[config.mk]
export PLATFORM = sky130hd
export DESIGN_NAME = bad_fifo
export DESIGN_NICKNAME = d
export VERILOG_FILES = /design/src/rtl/bad_pkg.sv /design/src/rtl/bad_fifo.sv
export SDC_FILE = /design/constraint.sdc
export NUM_CORES = 1
export LEC_CHECK = 0
export ABC_AREA = 1
export BUFFER_PORTS_ARGS = -buffer_cell sky130_fd_sc_hd__buf_4
export CORE_MARGIN = 1.5
export CORE_UTILIZATION = 55
export DETAILED_ROUTE_END_ITERATION = 6
export GPL_TIMING_DRIVEN = 0
export PLACE_DENSITY_LB_ADDON = 0.08
export SYNTH_ARGS = -nofsm -noshare
export SYNTH_HDL_FRONTEND = slang
export SYNTH_SLANG_ARGS = --single-unit
export TNS_END_PERCENT = 50
[constraint.sdc]
create_clock -name clk -period 2.87 [get_ports clk]
set_input_delay 0.4305 -clock clk [delete_from_list [all_inputs] [get_ports clk]]
set_output_delay 0.4305 -clock clk [all_outputs]
set_load 0.01 [all_outputs]
[src/rtl/bad_pkg.sv]
// ----------------------------------------------------------------------------
// bad_pkg
// shared types, constants and lookup tables of the box average downscaler
// ----------------------------------------------------------------------------
`default_nettype none

package bad_pkg;

    localparam int MAX_WIDTH   = 4096;
    localparam int MAX_HEIGHT  = 4096;
    localparam int MAX_SHRINK  = 16;
    localparam int QUEUE_DEPTH = 4;

    localparam int ADDR_W  = $clog2(MAX_WIDTH);     // line buffer index
    localparam int COL_W   = $clog2(MAX_WIDTH);     // source column counter
    localparam int ROW_W   = $clog2(MAX_HEIGHT);    // source row counter
    localparam int DIM_W   = 13;                    // width / height registers
    localparam int FAC_W   = 5;                     // factor register
    localparam int PHASE_W = 4;                     // phase inside a square
    localparam int SUM_W   = 16;                    // partial block sum
    localparam int AREA_W  = 9;                     // factor squared
    localparam int RW_W    = 14;                    // width reciprocal
    localparam int RA_W    = 17;                    // area reciprocal
    localparam int RW_SH   = 13;                    // width reciprocal scale
    localparam int RA_SH   = 16;                    // area reciprocal scale
    localparam int APB_AW  = 4;
    localparam int APB_DW  = 32;

    typedef enum logic [1:0] {
        REG_SHRINK = 2'd0,
        REG_WIDTH  = 2'd1,
        REG_HEIGHT = 2'd2
    } reg_idx_t;

    // settled configuration handed to front and back
    typedef struct packed {
        logic                settled;
        logic [FAC_W-1:0]    factor;
        logic [DIM_W-1:0]    width;
        logic [DIM_W-1:0]    height;
        logic [DIM_W-1:0]    out_w;
        logic [DIM_W-1:0]    out_wf;
        logic [DIM_W-1:0]    out_hf;
        logic [AREA_W-1:0]   area;
        logic [RA_W-1:0]     area_recip;
    } cfg_t;

    // one accumulate command for the back end
    typedef struct packed {
        logic [7:0]          pix;
        logic [ADDR_W-1:0]   addr;
        logic                first;
        logic                close;
        logic                row_end;
        logic                frame_end;
    } cmd_t;

    // floor(2^13 / f), f in 1..16
    function automatic logic [RW_W-1:0] width_recip(input logic [FAC_W-1:0] f);
        logic [RW_W-1:0] r;
        case (f)
            5'd1:    r = 14'd8192;
            5'd2:    r = 14'd4096;
            5'd3:    r = 14'd2730;
            5'd4:    r = 14'd2048;
            5'd5:    r = 14'd1638;
            5'd6:    r = 14'd1365;
            5'd7:    r = 14'd1170;
            5'd8:    r = 14'd1024;
            5'd9:    r = 14'd910;
            5'd10:   r = 14'd819;
            5'd11:   r = 14'd744;
            5'd12:   r = 14'd682;
            5'd13:   r = 14'd630;
            5'd14:   r = 14'd585;
            5'd15:   r = 14'd546;
            5'd16:   r = 14'd512;
            default: r = 14'd8192;
        endcase
        return r;
    endfunction

    // floor(2^16 / f^2), f in 1..16
    function automatic logic [RA_W-1:0] area_recip(input logic [FAC_W-1:0] f);
        logic [RA_W-1:0] r;
        case (f)
            5'd1:    r = 17'd65536;
            5'd2:    r = 17'd16384;
            5'd3:    r = 17'd7281;
            5'd4:    r = 17'd4096;
            5'd5:    r = 17'd2621;
            5'd6:    r = 17'd1820;
            5'd7:    r = 17'd1337;
            5'd8:    r = 17'd1024;
            5'd9:    r = 17'd809;
            5'd10:   r = 17'd655;
            5'd11:   r = 17'd541;
            5'd12:   r = 17'd455;
            5'd13:   r = 17'd387;
            5'd14:   r = 17'd334;
            5'd15:   r = 17'd291;
            5'd16:   r = 17'd256;
            default: r = 17'd65536;
        endcase
        return r;
    endfunction

endpackage

`default_nettype wire

[src/rtl/bad_fifo.sv]
// ----------------------------------------------------------------------------
// bad_fifo
// short command queue between front and back
// ----------------------------------------------------------------------------
`default_nettype none

module bad_fifo (
    input  logic          clk,
    input  logic          rst_n,
    input  logic          push,
    input  bad_pkg::cmd_t push_cmd,
    output logic          full,
    input  logic          pop,
    output logic          head_valid,
    output bad_pkg::cmd_t head_cmd
);
    import bad_pkg::*;

    localparam int PTR_W = $clog2(QUEUE_DEPTH);
    localparam int CNT_W = $clog2(QUEUE_DEPTH + 1);

    cmd_t             slots_reg [QUEUE_DEPTH];
    logic [PTR_W-1:0] wr_ptr_reg, rd_ptr_reg;
    logic [CNT_W-1:0] count_reg, count_next;
    logic             do_push, do_pop;

    assign full       = (count_reg == CNT_W'(QUEUE_DEPTH));
    assign head_valid = (count_reg != '0);
    assign head_cmd   = slots_reg[rd_ptr_reg];
    assign do_push    = push && !full;
    assign do_pop     = pop && head_valid;

    always_comb
    begin
        count_next = count_reg;
        if (do_push && !do_pop)
            count_next = count_reg + CNT_W'(1);
        else if (do_pop && !do_push)
            count_next = count_reg - CNT_W'(1);
    end

    always_ff @(posedge clk)
    begin
        if (do_push)
            slots_reg[wr_ptr_reg] <= push_cmd;
    end

    always_ff @(posedge clk or negedge rst_n)
    begin
        if (!rst_n)
        begin
            wr_ptr_reg <= '0;
            rd_ptr_reg <= '0;
            count_reg  <= '0;
        end
        else
        begin
            if (do_push)
                wr_ptr_reg <= wr_ptr_reg + PTR_W'(1);
            if (do_pop)
                rd_ptr_reg <= rd_ptr_reg + PTR_W'(1);
            count_reg <= count_next;
        end
    end

endmodule

`default_nettype wire

Yosys cells after proc, flatten, opt, wreduce, memory -nomap -nowiden --
Memory sizes are Yosys's and may differ from the RTL's. Cells that the tools add are included.
Word-level totals: memory bits (writable) 96, output and inout port bits 26, register bits 7, memories kept 1, bits of input ports 28, logic and storage cells 22
Operators by class: add/sub/neg operators 4, reduce and logical (&&, ||, !) cells 9, multiplexer cells 4, eq/ne operators 1
Memory list:
- slots_reg | depth 4, bits a word 24, read ports 1, clocked after Yosys merged registers in 0, write ports 1, line bad_fifo.sv:22 | cmd_t slots_reg [QUEUE_DEPTH];
Operators with widths (count):
- $mux W3 | 2
- $add A2 B1 Y2 const B | 2
- $logic_and A1 B1 Y1 | 4
- $add A3 B1 Y3 const B | 1
- $eq A3 B3 Y1 const B | 1
- $logic_not A1 Y1 | 3
- $reduce_bool A3 Y1 | 1
- $sub A3 B1 Y3 const B | 1
- $mux W1 | 2
- $reduce_bool A2 Y1 | 1

Longest topological paths before layout --
word-level depth 7, gate-level depth with buffers 12, gate-level depth less buffers 12

Worst setup path before layout --
OpenSTA, ideal clock, no wires.
path kind reg-to-reg, start register count_reg[0], end memory slots_reg[0][0] (netlist bit) (enable), stages on the path, launching flop included 5, clock period less this slack 2179 ps, data required time 2465 ps, setup time 405 ps, data arrival time 1774 ps, buffers on the path 0, setup slack 691 ps, cell sequence dfrtp_1 inv_2 nand3_1 nand2_1 nor2_1
On the way: longest elaborated chain between the ends 5
Ends and longest elaborated chain:
- start, declared | line bad_fifo.sv:24 | logic [CNT_W-1:0] count_reg, count_next;
- start signal, assigned | line bad_fifo.sv:62 | count_reg <= count_next;
- $eq A3 B3 Y1 | line bad_fifo.sv:27 | assign full = (count_reg == CNT_W'(QUEUE_DEPTH));
- $logic_not A1 Y1 | line bad_fifo.sv:30 | assign do_push = push && !full;
- $logic_and A1 B1 Y1 | line bad_fifo.sv:30
- $mux W1 | line bad_fifo.sv:44 | if (do_push)
- $mux W1 (not written as such) | line bad_fifo.sv:45 | slots_reg[wr_ptr_reg] <= push_cmd;
- end, declared | line bad_fifo.sv:22
No other way between the ends.

Worst setup path in the final report --
start register count_reg[0], end memory slots_reg[3][5] (netlist bit) (enable)
Same word-level chain as after synthesis.

==> impl_metrics.env <==
export IMPL_wl_met1_mm=3.57
export IMPL_drive_gt1_share_pct=31.2
export IMPL_core_area_sq_mm=0.00773
export IMPL_end_kind="register"
export IMPL_drc_errors=0
export IMPL_synth_top_family_by_area="compound AO/OA/AOI/OAI gates"
export IMPL_hold_viol=0
export IMPL_p_leak_nw=2.18
export IMPL_cts_buffers=9
export IMPL_clk_pin_slew_worst_paths_ps=100
export IMPL_status="finished clean"
export IMPL_clock_root_buffer="clkbuf_8"
export IMPL_dp_hpwl_mm=5.29
export IMPL_gr_total_overflow=0
export IMPL_crit_type="reg2reg"
export IMPL_ys_types=19
export IMPL_cts_hold_buf=1
export IMPL_antenna_found_initial=0
export IMPL_synth_ff_latch_count=103
export IMPL_cts_sinks=103
export IMPL_mostFrequentLayoutCell="edfxtp_1"
export IMPL_cts_buffer_depth=2
export IMPL_worst_slack_ps=689
export IMPL_wl_met2_mm=4.03
export IMPL_grt_max_degree=25
export IMPL_synth_adder_area_share_pct=1.87
export IMPL_grt_pass1_vias=2612
export IMPL_ctsResizeCount=0
export IMPL_setup_violations=0
export IMPL_routedWlPerCell_microns=15.6
export IMPL_areaGrowthSynthToFinish_pct=17.4
export IMPL_place_gp_congestion=0.680
export IMPL_std_cell_rows=32
export IMPL_max_freq_ghz=0.458
export IMPL_dp_cells=498
export IMPL_synth_area_sq_mm=0.00441
export IMPL_ir_drop_v=0.000539
export IMPL_layout_common_cells="edfxtp_1 (96), nand2_1 (89), buf_4 (54), inv_1 (54), o211ai_2 (29)"
export IMPL_post_route_util_pct=67.0
export IMPL_first_pass_iters=6
export IMPL_post_cts_buffers=0
export IMPL_start_kind="register"
export IMPL_fin_crit_ps=2180
export IMPL_synth_simple_area_share_pct=8.85
export IMPL_hold_worst_slack_ps=253
export IMPL_slew_headroom_pct=39.4
export IMPL_io_buffers=53
export IMPL_synth_cells=340
export IMPL_wl_mm=8.05
export IMPL_clock_skew_ps=8.60
export IMPL_drt_initial_drc_count=85
export IMPL_die_h_microns=92.6
export IMPL_ys_seq_area_share_pct=69.3
export IMPL_die_area_sq_mm=0.00857
export IMPL_cp_data_arrival_time_ps=2260
export IMPL_syn_avg_cell_area_sq_um=13.0
export IMPL_antennaDiodeCount=0
export IMPL_maxCapViolations=0
export IMPL_clock_latency_ps=370
export IMPL_tightest_slew_ps=908
export IMPL_viasPerCell=5.09
export IMPL_h_tree_depth=3
export IMPL_ys_warn_count=0
export IMPL_report_final_slew_viol_count=0
export IMPL_drt_antenna_violating_nets=0
export IMPL_die_w_microns=92.6
export IMPL_setup_tns_ps=0
export IMPL_met3WireLength_microns=304
export IMPL_hp_class="in2reg"
export IMPL_largest_register_ffs=96
export IMPL_stdcell_count=515
export IMPL_fin_nets=442
export IMPL_cts_tree="yes"
export IMPL_rsz0062_at_grt="false"
export IMPL_synth_compound_area_share_pct=11.6
export IMPL_grt_pass1_wl_mm=13.0
export IMPL_pin_count=54
export IMPL_yosys_mux_area_fraction_pct=0
export IMPL_pwr_density_cell_mw_per_mm2=992
export IMPL_cp_max_fo=14
export IMPL_vias=2619
export IMPL_worstPathRequired_ps=2950
export IMPL_synthXorXnorAreaFrac_pct=0.199
export IMPL_grtUsageTotal_pct=20.8
export IMPL_syn_nets=374
export IMPL_pre_cts_ws_ps=648
export IMPL_top_layer="met4"
export IMPL_start_util_pct=57.1
export IMPL_fin_crit_sh_pct=76.0
==> critical path, stage by stage (launching register included) <==
cell and delay (ps):
dfrtp_1 440, inv_2 50, nand3_1 150, nand2_1 240, nor2_2 770, buf_8 240
==> cell usage after synthesis <==
cell / instances / area, sq um
inv_4: 1 / 6.26
inv_1: 54 / 203
nand2_1: 89 / 334
buf_6: 6 / 67.6
edfxtp_1: 96 / 2880
clkinv_1: 1 / 3.75
o211ai_1: 19 / 143
xnor2_1: 1 / 8.76
fa_1: 1 / 20.0
dfrtp_1: 7 / 175
ha_1: 5 / 62.6
inv_2: 9 / 33.8
nor2_1: 4 / 15.0
buf_4: 1 / 7.51
nand3_1: 7 / 35.0
o21ai_1: 1 / 5.00
buf_2: 8 / 40.0
nand4_1: 1 / 6.26
o211ai_2: 29 / 363
==> cells by family after synthesis <==
logic type / after synthesis
AOI/OAI and AO/OA: 49
xor gates and xnor gates: 1
adders and majority gates: 6
buffers and inverters: 80
DFF: 103
and+or+nand+nor: 101
==> per-layer routing <==
layer  global-route usage, %  up-vias
li1                        -     1296
met1                    26.7     1257
met2                    34.6       53
met3                    4.60       13
met4                    8.08        0
met5                       0        -
==> path summary, 6_finish.rpt <==
| kind | start | to | slack [ps] | cells past startpoint |
|---|---|---|---|---|
| worst min-delay path | push_cmd[2] | slots_reg[2][2] | 250 | 1 |
| min in group asynchronous | rst_n | count_reg[1] | 410 | 2 |
| max in group asynchronous | rst_n | rd_ptr_reg[1] | 2340 | 2 |
| worst max-delay path | count_reg[0] | slots_reg[3][5] | 690 | 5 |
| worst max register to register | count_reg[0] | slots_reg[3][5] | 690 | 5 |
| worst min register to register | count_reg[2] | count_reg[2] | 520 | 2 |
==> area by class of cell <==
class                      count  area (sq um)
sequential                   103          3060
fill                         604          2550
multi-input combinational    157          1010
timing repair buffer          57           453
inverter                      65           246
clock buffer                  10           128
tap                          102           128
buffer                        15           115
clock inverter                 6          45.0
==> per-stage QoR <==
| step | instance area [sq um] | total power [mW] |
|---|---|---|
| 2_1_floorplan | 4410 | 3.51 |
| 3_3_place_gp | 4940 | 4.31 |
| 3_5_place_dp | 5000 | 4.40 |
| 4_1_cts | 5180 | 5.20 |
| 5_1_grt | 5180 | 5.48 |
| 6_report | 5180 | 5.14 |
==> where the power goes <==
part	total (mW)	internal [mW]	switching, mW
registers	2.10	1.99	0.109
clock network	0.803	0.318	0.485
logic	2.24	0.914	1.32
No activity file was read; power rests on OpenSTA's default activity.
