<file path="config.mk">
export PLATFORM = sky130hd
export DESIGN_NAME = bad_cfg
export DESIGN_NICKNAME = d
export VERILOG_FILES = /design/src/rtl/bad_pkg.sv /design/src/rtl/bad_cfg.sv
export SDC_FILE = /design/constraint.sdc
export NUM_CORES = 1
export LEC_CHECK = 0
export ABC_CLOCK_PERIOD_IN_PS = 7050
export BUFFER_PORTS_ARGS = -buffer_cell sky130_fd_sc_hd__buf_4
export CORE_UTILIZATION = 57
export DETAILED_ROUTE_END_ITERATION = 6
export GPL_TIMING_DRIVEN = 0
export PLACE_DENSITY = 0.81
export SYNTH_ARGS = -nofsm -noshare
export SYNTH_HDL_FRONTEND = slang
export SYNTH_SLANG_ARGS = --single-unit
</file>
<file path="constraint.sdc">
create_clock -name clk -period 7.05 [get_ports clk]
set_input_delay 1.41 -clock clk [delete_from_list [all_inputs] [get_ports clk]]
set_output_delay 1.41 -clock clk [all_outputs]
set_load 0.02 [all_outputs]
</file>
<file path="src/rtl/bad_pkg.sv">
// ----------------------------------------------------------------------------
// bad_pkg
// shared types, constants and lookup tables of the box average downscaler
// ----------------------------------------------------------------------------
`default_nettype none

package bad_pkg;

    localparam int MAX_WIDTH   = 4096;
    localparam int MAX_HEIGHT  = 4096;
    localparam int MAX_SHRINK  = 16;
    localparam int QUEUE_DEPTH = 4;

    localparam int ADDR_W  = $clog2(MAX_WIDTH);     // line buffer index
    localparam int COL_W   = $clog2(MAX_WIDTH);     // source column counter
    localparam int ROW_W   = $clog2(MAX_HEIGHT);    // source row counter
    localparam int DIM_W   = 13;                    // width / height registers
    localparam int FAC_W   = 5;                     // factor register
    localparam int PHASE_W = 4;                     // phase inside a square
    localparam int SUM_W   = 16;                    // partial block sum
    localparam int AREA_W  = 9;                     // factor squared
    localparam int RW_W    = 14;                    // width reciprocal
    localparam int RA_W    = 17;                    // area reciprocal
    localparam int RW_SH   = 13;                    // width reciprocal scale
    localparam int RA_SH   = 16;                    // area reciprocal scale
    localparam int APB_AW  = 4;
    localparam int APB_DW  = 32;

    typedef enum logic [1:0] {
        REG_SHRINK = 2'd0,
        REG_WIDTH  = 2'd1,
        REG_HEIGHT = 2'd2
    } reg_idx_t;

    // settled configuration handed to front and back
    typedef struct packed {
        logic                settled;
        logic [FAC_W-1:0]    factor;
        logic [DIM_W-1:0]    width;
        logic [DIM_W-1:0]    height;
        logic [DIM_W-1:0]    out_w;
        logic [DIM_W-1:0]    out_wf;
        logic [DIM_W-1:0]    out_hf;
        logic [AREA_W-1:0]   area;
        logic [RA_W-1:0]     area_recip;
    } cfg_t;

    // one accumulate command for the back end
    typedef struct packed {
        logic [7:0]          pix;
        logic [ADDR_W-1:0]   addr;
        logic                first;
        logic                close;
        logic                row_end;
        logic                frame_end;
    } cmd_t;

    // floor(2^13 / f), f in 1..16
    function automatic logic [RW_W-1:0] width_recip(input logic [FAC_W-1:0] f);
        logic [RW_W-1:0] r;
        case (f)
            5'd1:    r = 14'd8192;
            5'd2:    r = 14'd4096;
            5'd3:    r = 14'd2730;
            5'd4:    r = 14'd2048;
            5'd5:    r = 14'd1638;
            5'd6:    r = 14'd1365;
            5'd7:    r = 14'd1170;
            5'd8:    r = 14'd1024;
            5'd9:    r = 14'd910;
            5'd10:   r = 14'd819;
            5'd11:   r = 14'd744;
            5'd12:   r = 14'd682;
            5'd13:   r = 14'd630;
            5'd14:   r = 14'd585;
            5'd15:   r = 14'd546;
            5'd16:   r = 14'd512;
            default: r = 14'd8192;
        endcase
        return r;
    endfunction

    // floor(2^16 / f^2), f in 1..16
    function automatic logic [RA_W-1:0] area_recip(input logic [FAC_W-1:0] f);
        logic [RA_W-1:0] r;
        case (f)
            5'd1:    r = 17'd65536;
            5'd2:    r = 17'd16384;
            5'd3:    r = 17'd7281;
            5'd4:    r = 17'd4096;
            5'd5:    r = 17'd2621;
            5'd6:    r = 17'd1820;
            5'd7:    r = 17'd1337;
            5'd8:    r = 17'd1024;
            5'd9:    r = 17'd809;
            5'd10:   r = 17'd655;
            5'd11:   r = 17'd541;
            5'd12:   r = 17'd455;
            5'd13:   r = 17'd387;
            5'd14:   r = 17'd334;
            5'd15:   r = 17'd291;
            5'd16:   r = 17'd256;
            default: r = 17'd65536;
        endcase
        return r;
    endfunction

endpackage

`default_nettype wire

</file>
<file path="src/rtl/bad_cfg.sv">
// ----------------------------------------------------------------------------
// bad_cfg
// apb register file, clamping and derived output geometry
// ----------------------------------------------------------------------------
`default_nettype none

module bad_cfg (
    input  logic                      clk,
    input  logic                      rst_n,
    input  logic                      psel,
    input  logic                      penable,
    input  logic                      pwrite,
    input  logic [bad_pkg::APB_AW-1:0] paddr,
    input  logic [bad_pkg::APB_DW-1:0] pwdata,
    output logic [bad_pkg::APB_DW-1:0] prdata,
    output bad_pkg::cfg_t             cfg
);
    import bad_pkg::*;

    localparam int HOLD_CYCLES = 3;
    localparam int HOLD_W      = $clog2(HOLD_CYCLES + 1);
    localparam int PW_W        = DIM_W + RW_SH;
    localparam int MUL_W       = DIM_W + FAC_W;

    logic [FAC_W-1:0]  shrink_reg;
    logic [DIM_W-1:0]  width_reg;
    logic [DIM_W-1:0]  height_reg;
    logic [HOLD_W-1:0] hold_reg;
    logic [HOLD_W-1:0] hold_next;
    logic              wr_en;
    reg_idx_t          idx;

    // derive stage 1
    logic [FAC_W-1:0]  f1_reg, f1_next;
    logic [DIM_W-1:0]  w1_reg, w1_next;
    logic [DIM_W-1:0]  h1_reg, h1_next;
    logic [PW_W-1:0]   pw1_reg, ph1_reg;
    logic [AREA_W-1:0] area1_reg;
    logic [RA_W-1:0]   ra1_reg;
    // derive stage 2
    logic [FAC_W-1:0]  f2_reg;
    logic [DIM_W-1:0]  w2_reg, h2_reg;
    logic [DIM_W-1:0]  qw2_reg, qh2_reg;
    logic [DIM_W-1:0]  mw2_reg, mh2_reg;
    logic [AREA_W-1:0] area2_reg;
    logic [RA_W-1:0]   ra2_reg;
    logic [DIM_W-1:0]  qw_est, qh_est;
    logic [MUL_W-1:0]  mw_full, mh_full;
    // derive stage 3
    logic [DIM_W-1:0]  outw_next, outwf_next, outhf_next;
    logic [DIM_W-1:0]  rem_w, rem_h;
    cfg_t              cfg_reg;

    assign idx   = reg_idx_t'(paddr[3:2]);
    assign wr_en = psel && penable && pwrite;

    always_ff @(posedge clk or negedge rst_n)
    begin
        if (!rst_n)
        begin
            shrink_reg <= FAC_W'(1);
            width_reg  <= DIM_W'(640);
            height_reg <= DIM_W'(480);
        end
        else if (wr_en)
        begin
            case (idx)
                REG_SHRINK: shrink_reg <= pwdata[FAC_W-1:0];
                REG_WIDTH:  width_reg  <= pwdata[DIM_W-1:0];
                REG_HEIGHT: height_reg <= pwdata[DIM_W-1:0];
                default:    ;
            endcase
        end
    end

    always_comb
    begin
        case (idx)
            REG_SHRINK: prdata = APB_DW'(shrink_reg);
            REG_WIDTH:  prdata = APB_DW'(width_reg);
            REG_HEIGHT: prdata = APB_DW'(height_reg);
            default:    prdata = '0;
        endcase
    end

    // hold off input while the derived values settle
    always_comb
    begin
        if (wr_en)
            hold_next = HOLD_W'(HOLD_CYCLES);
        else if (hold_reg != '0)
            hold_next = hold_reg - HOLD_W'(1);
        else
            hold_next = hold_reg;
    end

    always_ff @(posedge clk or negedge rst_n)
    begin
        if (!rst_n)
            hold_reg <= HOLD_W'(HOLD_CYCLES);
        else
            hold_reg <= hold_next;
    end

    // stage 1: clamp, reciprocal multiply
    always_comb
    begin
        if (shrink_reg == '0)
            f1_next = FAC_W'(1);
        else if (shrink_reg > FAC_W'(MAX_SHRINK))
            f1_next = FAC_W'(MAX_SHRINK);
        else
            f1_next = shrink_reg;

        if (width_reg == '0)
            w1_next = DIM_W'(1);
        else if (width_reg > DIM_W'(MAX_WIDTH))
            w1_next = DIM_W'(MAX_WIDTH);
        else
            w1_next = width_reg;

        if (height_reg == '0)
            h1_next = DIM_W'(1);
        else if (height_reg > DIM_W'(MAX_HEIGHT))
            h1_next = DIM_W'(MAX_HEIGHT);
        else
            h1_next = height_reg;
    end

    always_ff @(posedge clk)
    begin
        f1_reg    <= f1_next;
        w1_reg    <= w1_next;
        h1_reg    <= h1_next;
        pw1_reg   <= PW_W'(w1_next) * PW_W'(width_recip(f1_next));
        ph1_reg   <= PW_W'(h1_next) * PW_W'(width_recip(f1_next));
        area1_reg <= AREA_W'(f1_next) * AREA_W'(f1_next);
        ra1_reg   <= area_recip(f1_next);
    end

    // stage 2: quotient estimate times factor
    assign qw_est  = pw1_reg[PW_W-1:RW_SH];
    assign qh_est  = ph1_reg[PW_W-1:RW_SH];
    assign mw_full = MUL_W'(qw_est) * MUL_W'(f1_reg);
    assign mh_full = MUL_W'(qh_est) * MUL_W'(f1_reg);

    always_ff @(posedge clk)
    begin
        f2_reg    <= f1_reg;
        w2_reg    <= w1_reg;
        h2_reg    <= h1_reg;
        qw2_reg   <= qw_est;
        qh2_reg   <= qh_est;
        mw2_reg   <= mw_full[DIM_W-1:0];
        mh2_reg   <= mh_full[DIM_W-1:0];
        area2_reg <= area1_reg;
        ra2_reg   <= ra1_reg;
    end

    // stage 3: estimate is low by at most one
    always_comb
    begin
        rem_w = w2_reg - mw2_reg;
        rem_h = h2_reg - mh2_reg;
        if (rem_w >= DIM_W'(f2_reg))
        begin
            outw_next  = qw2_reg + DIM_W'(1);
            outwf_next = mw2_reg + DIM_W'(f2_reg);
        end
        else
        begin
            outw_next  = qw2_reg;
            outwf_next = mw2_reg;
        end
        if (rem_h >= DIM_W'(f2_reg))
            outhf_next = mh2_reg + DIM_W'(f2_reg);
        else
            outhf_next = mh2_reg;
    end

    // settled rises on the edge where the hold count reaches zero
    always_ff @(posedge clk or negedge rst_n)
    begin
        if (!rst_n)
            cfg_reg <= '0;
        else
        begin
            cfg_reg.settled    <= (hold_next == '0);
            cfg_reg.factor     <= f2_reg;
            cfg_reg.width      <= w2_reg;
            cfg_reg.height     <= h2_reg;
            cfg_reg.out_w      <= outw_next;
            cfg_reg.out_wf     <= outwf_next;
            cfg_reg.out_hf     <= outhf_next;
            cfg_reg.area       <= area2_reg;
            cfg_reg.area_recip <= ra2_reg;
        end
    end

    assign cfg = cfg_reg;

endmodule

`default_nettype wire

</file>
## Word-level counts from Yosys, hierarchy flattened

Memory sizes are Yosys's and may differ from the RTL's. A register that Yosys moved wholly into a read port is not among the register bits.
Cells that the tools add are included.

- Add/subtract/negate cells: 6
- $mul: 5
- Magnitude comparators: 5
- Eq/ne operators: 2
- Mux-type cells: 12
- Reductions and logical operators: 11

Operators with widths:

| cell | number |
|---|---|
| $mux W13 | 7 |
| $mul A13 B14 Y26 | 2 |
| $pmux W13 S3 | 1 |
| $add A13 B5 Y13 | 2 |
| $ge A13 B5 Y1 | 2 |
| $gt A13 B13 Y1 const B | 2 |
| $logic_not A13 Y1 | 2 |
| $mul A13 B5 Y13 | 2 |
| $sub A13 B13 Y13 | 2 |
| $add A13 B1 Y13 const B | 1 |
| $mux W5 | 2 |
| $mul A5 B5 Y9 | 1 |
| $reduce_and A2 Y1 | 3 |
| $gt A5 B5 Y1 const B | 1 |
| $logic_not A5 Y1 | 1 |
| $logic_not A2 Y1 | 2 |
| $mux W2 | 2 |
| $eq A2 B1 Y1 const B | 1 |
| $eq A2 B2 Y1 const B | 1 |
| $logic_and A1 B1 Y1 | 2 |
| $reduce_bool A2 Y1 | 1 |
| $sub A2 B1 Y2 const B | 1 |

- Register bits: 335
- Bits in read-only memories: 1376
- Input port bits: 41
- Word-level logic and storage cells: 72
- Memories kept: 3

Memories:

| memory | depth | bits a word | rd ports | clocked after memory_dff | wr ports | RTL line | text |
|---|---|---|---|---|---|---|---|
| (name not given) | 32 | 15 | 1 | 1 | 0 | bad_pkg.sv:86 | `case (f)` |
| (name not given) | 32 | 14 | 1 | 0 | 0 | bad_pkg.sv:61 | `case (f)` |
| (name not given) | 32 | 14 | 1 | 0 | 0 | bad_pkg.sv:61 |  |

## Logic depth before layout (Yosys ltp)

An unclocked memory read counts as a cell.

- Depth in word-level cells: 5
- Gate-level depth with buffers: 30
- Depth with buffers taken out: 27

## Least setup slack after synthesis

No wires, ideal clock.

- Path kind: register -> register
- From: register shrink_reg[3]
- To: register pw1_reg[25]
- Arrival: 7142 ps
- Data required time: 6929 ps
- Slack: -213 ps
- Stages on the path, launching flop included: 29
- Period minus slack after synthesis: 7263 ps
- Path through: dfrtp_1 -> clkbuf_1 -> or3_1 -> a21oi_1 -> inv_1 -> ha_1 -> buf_2 -> mux2_2 -> or2_2 -> a21oi_1 -> clkbuf_1 -> nand2_1 -> fa_1 -> fa_1 -> inv_1 -> fa_1 -> fa_1 -> inv_1 -> fa_1 -> inv_1 -> ha_1 -> a21o_1 -> a221o_1 -> nand3_1 -> a21boi_0 -> o41a_1 -> nor4_1 -> o31a_1 -> xnor2_1

- Cells in the longest elaborated chain, start to end: 5
- Elaborated cells between the ends (all ways): 6
- Those cells by class: mul (1); order compare (1); mux (2); reduce/logical (1); memory (1)

RTL lines:

| what | RTL line | text |
|---|---|---|
| start, declared | bad_cfg.sv:25 | `logic [FAC_W-1:0] shrink_reg;` |
| start signal, assigned | bad_cfg.sv:68 | `REG_SHRINK: shrink_reg <= pwdata[FAC_W-1:0];` |
| $gt A5 B5 Y1 | bad_cfg.sv:110 | `else if (shrink_reg > FAC_W'(MAX_SHRINK))` |
| $mux W5 | bad_cfg.sv:110 |  |
| $mux W5 * | bad_cfg.sv:108 | `if (shrink_reg == '0)` |
| named net f1_next[0] | bad_cfg.sv:34 | `logic [FAC_W-1:0] f1_reg, f1_next;` |
| $mem_v2 Z32 W14 * | -- |  |
| $mul A13 B14 Y26 * | bad_cfg.sv:135 | `pw1_reg <= PW_W'(w1_next) * PW_W'(width_recip(f1_next));` |
| end signal, assigned | bad_cfg.sv:135 |  |
| end, declared | bad_cfg.sv:37 | `logic [PW_W-1:0] pw1_reg, ph1_reg;` |

Mark *: on every way through the listed nets, which the timed path passes. The rest lies on a longest branch.
A chain may end at the register's enable or synchronous reset.

## Worst setup path in the final report

- From: register shrink_reg[1]
- To: register pw1_reg[23]

Same word-level chain as after synthesis.

==> run metrics <==
status finished with violations; failing checks design-rule violations, negative setup slack; Starting Density 58.3%; setup slack after layout -0.212 ns; cts bufs inserted 34; asr flop ratio synth 42.4%; total number of yosys warnings 0; crit start category flip-flop; clock share of power 16.7%; Synth Area in Compound Gates 7.05%; Slowest-stage cell, CP fa_2; post-route cell area 29100 um^2; VDD IR max 296 uV; Nets 3432; DR DRC count 2; combinational share of power 58.2%; multiplexer share of the synthesized area 2.25%; Crit Path Class reg -> reg; GRT Util Overall 31.9%; largest family of logic cells by synthesized area adder cells; Synth Area in Simple Gates 13.7%; die width 210 um; Fmax 138 MHz; Int Power 5.82 mW; Tmin final 7.26 ns; most numerous cell in the Yosys netlist inv_1; sw power 4.82 mW; htree depth 2; sw frac 45.3%; final hold vios 0; final worst path period share 103%; DR vias 19100; Post-Synth Adder-Cell Area 37.1%; max incr delay on CP 0.56 ns; library cells used by synthesis 74; WL final 68000 um; share of cells above drive strength 1 16.5%; Sequential Power Share 25.2%; Worst slew margin 49.1%; flops & latches, synth 297; core area 42300 um^2; first-pass GRT wire length 108000 um; Setup TNS -1.07 ns; area delta synth->final 18.1%; Area contributors post-synth fa_1 (26%), dfxtp_1 (14%), dfrtp_1 (12%); vias per inst 5.54; RSZ-0062 raised after global routing yes; max_cap viols 0; area fraction of the dominant cell type after synthesis 25.9%; die height 210 um; initial antenna violation count 1; Die Footprint 44100 um^2; register area share after synthesis 26.7%; GRT overflow 0; worst hold path type reg -> reg; Overall Power 10.6 mW; leakage dissipation 14.5 nW; Synth Area per Inst 9.46 um^2; Critical Path AT 7.73 ns; Required @ worst endpoint 7.52 ns; largest net degree at the start of global routing 79; Main synth FF type dfxtp_1; post-synth top area cell fa_1; DP Wirelength 53200 um; clock-pin slew on the worst setup and hold paths 0.07 ns; Layout Skew 0.0209 ns; port bufs 124; num ports 170; Area after DPL 26500 um^2; Worst-Skew Late Latency 0.55 ns; maximum clock path buffer count 3; PwrDens 365 nW/um^2; top cells by count, synth inv_1 (476), fa_1 (319), nand2_1 (298), nor2_1 (240), ha_1 (221); measured slew at the worst slew-check pin 0.764 ns; Detailed Route Iter0 Violations 1493; count of pins over their slew limit 0; Post-Syn Area 24700 um^2; clk sink count 297; count of TritonRoute iterations in the first routing pass 7; Largest register FFs 93; CTS tree done; EDFF count, synth 0; xor-xnor portion of the synthesized cell area 3.71%; ANT nets after route 0; # rows 75; CP Max Fanout 6; post-cts hold buffer count 0; Crit. End Element flip-flop; Root Driver clkbuf_16; vias in the first global route 20300; final setup vio count 9; routability congestion estimate 0.961; DR WL/cell 19.7 um; Syn Inst Count 2607
## cells in the final DEF, fill, tap and decap left out, types with 9 or more instances in the layout
cell       count
a211oi_1       9
a21o_1        28
a21oi_1       67
a21oi_4        9
a22o_1        10
and2_1        59
buf_4        203
buf_6          9
clkbuf_1      59
clkbuf_16     43
clkbuf_8       9
conb_1        25
dfrtp_1      115
dfstp_2        9
dfxtp_1      171
fa_1         312
ha_1         207
ha_4          14
inv_1        463
inv_2         10
mux2_2        33
mux2i_1       15
nand2_1      291
nand2b_1      24
nand3_1       15
nand4_1       14
nor2_1       223
nor2_2        12
nor2b_1       11
nor3_1        26
nor4_1        12
o21ai_0       36
o21bai_1      14
xnor2_1       68
xor2_1        32
## worst paths after layout
| kind | start | end | slack (ns) | cells past startpoint |
|---|---|---|---|---|
| hold / removal | ra2_reg[8]$_DFF_P_ | cfg[8]$_DFF_PN0_ | 0.31 | 0 |
| min in group asynchronous | rst_n | cfg[25]$_DFF_PN0_ | 0.81 | 1 |
| setup reg to reg | shrink_reg[1]$_DFFE_PN0P_ | pw1_reg[23]$_DFF_P_ | -0.21 | 31 |
| hold reg to reg | ra2_reg[8]$_DFF_P_ | cfg[8]$_DFF_PN0_ | 0.31 | 0 |
| setup / recovery | shrink_reg[1]$_DFFE_PN0P_ | pw1_reg[23]$_DFF_P_ | -0.21 | 31 |
| max in group asynchronous | rst_n | cfg[57]$_DFF_PN0_ | 5.48 | 2 |
## critical path, delay by kind of cell, from the launching register on
kind	cells	cell delay (ns)
flip-flops	1	0.38
AO/OA/AOI/OAI	8	1.89
XOR/XNOR	1	0.13
adder cells (fa/ha/maj)	7	2.95
buffers and inverters	10	1.12
AND/OR/NAND/NOR	5	0.72
## through the flow
step / worst slack, ns / std cells / hold slack, ns / util, %
detailed placement: -2.25 / 3333 / 0.312 / 62.5
CTS: -0.00215 / 3429 / 0.302 / 67.8
finish: -0.212 / 3454 / 0.310 / 68.8
global route: -0.375 / 3453 / 0.304 / 68.8
floorplan: -0.0234 / 2631 / 0.310 / -
global placement: -2.26 / 3332 / 0.311 / 62.4
## final cells by class
cell class | count | area (um^2)
clock inverters | 15 | 159
flip-flops and latches | 297 | 6590
diodes | 1 | 2.50
multi-input cells | 1736 | 16500
inverters | 480 | 1820
repair buffers | 193 | 1560
well taps | 577 | 722
clock buffers | 46 | 968
plain buffers | 109 | 769
fillers | 3228 | 13200
## kinds of logic after synthesis
family | Yosys count
AOI/OAI and AO/OA | 263
xor gates and xnor gates | 103
adders and majority gates | 540
buffers and inverters | 598
DFF | 297
muxes | 51
other | 1
and+or+nand+nor | 754
## power by group through the flow
stage | logic [mW] | registers (mW) | clock network [mW]
CTS | 5.90 | 2.67 | 1.80
global placement | 5.29 | 2.67 | 0
detailed placement | 5.45 | 2.70 | 0
global route | 6.80 | 2.72 | 1.88
floorplan | 3.62 | 2.73 | 0
finish | 6.19 | 2.68 | 1.78
## timing repair
action,CTS,global route
setup endpoints to repair,26,18
gates cloned,1,0
setup buffers,42,25
gates resized for setup,174,66
pin swaps,39,72
## metal layers
layer	vias to the layer above	global-route usage [%]	part of all wire [%]
li1	8566	-	-
met1	9507	41.8	40
met2	842	52.0	47
met3	209	5.68	8.3
met4	0	14.5	4.8
met5	-	0	0
Power figures use the tool's default switching activity.
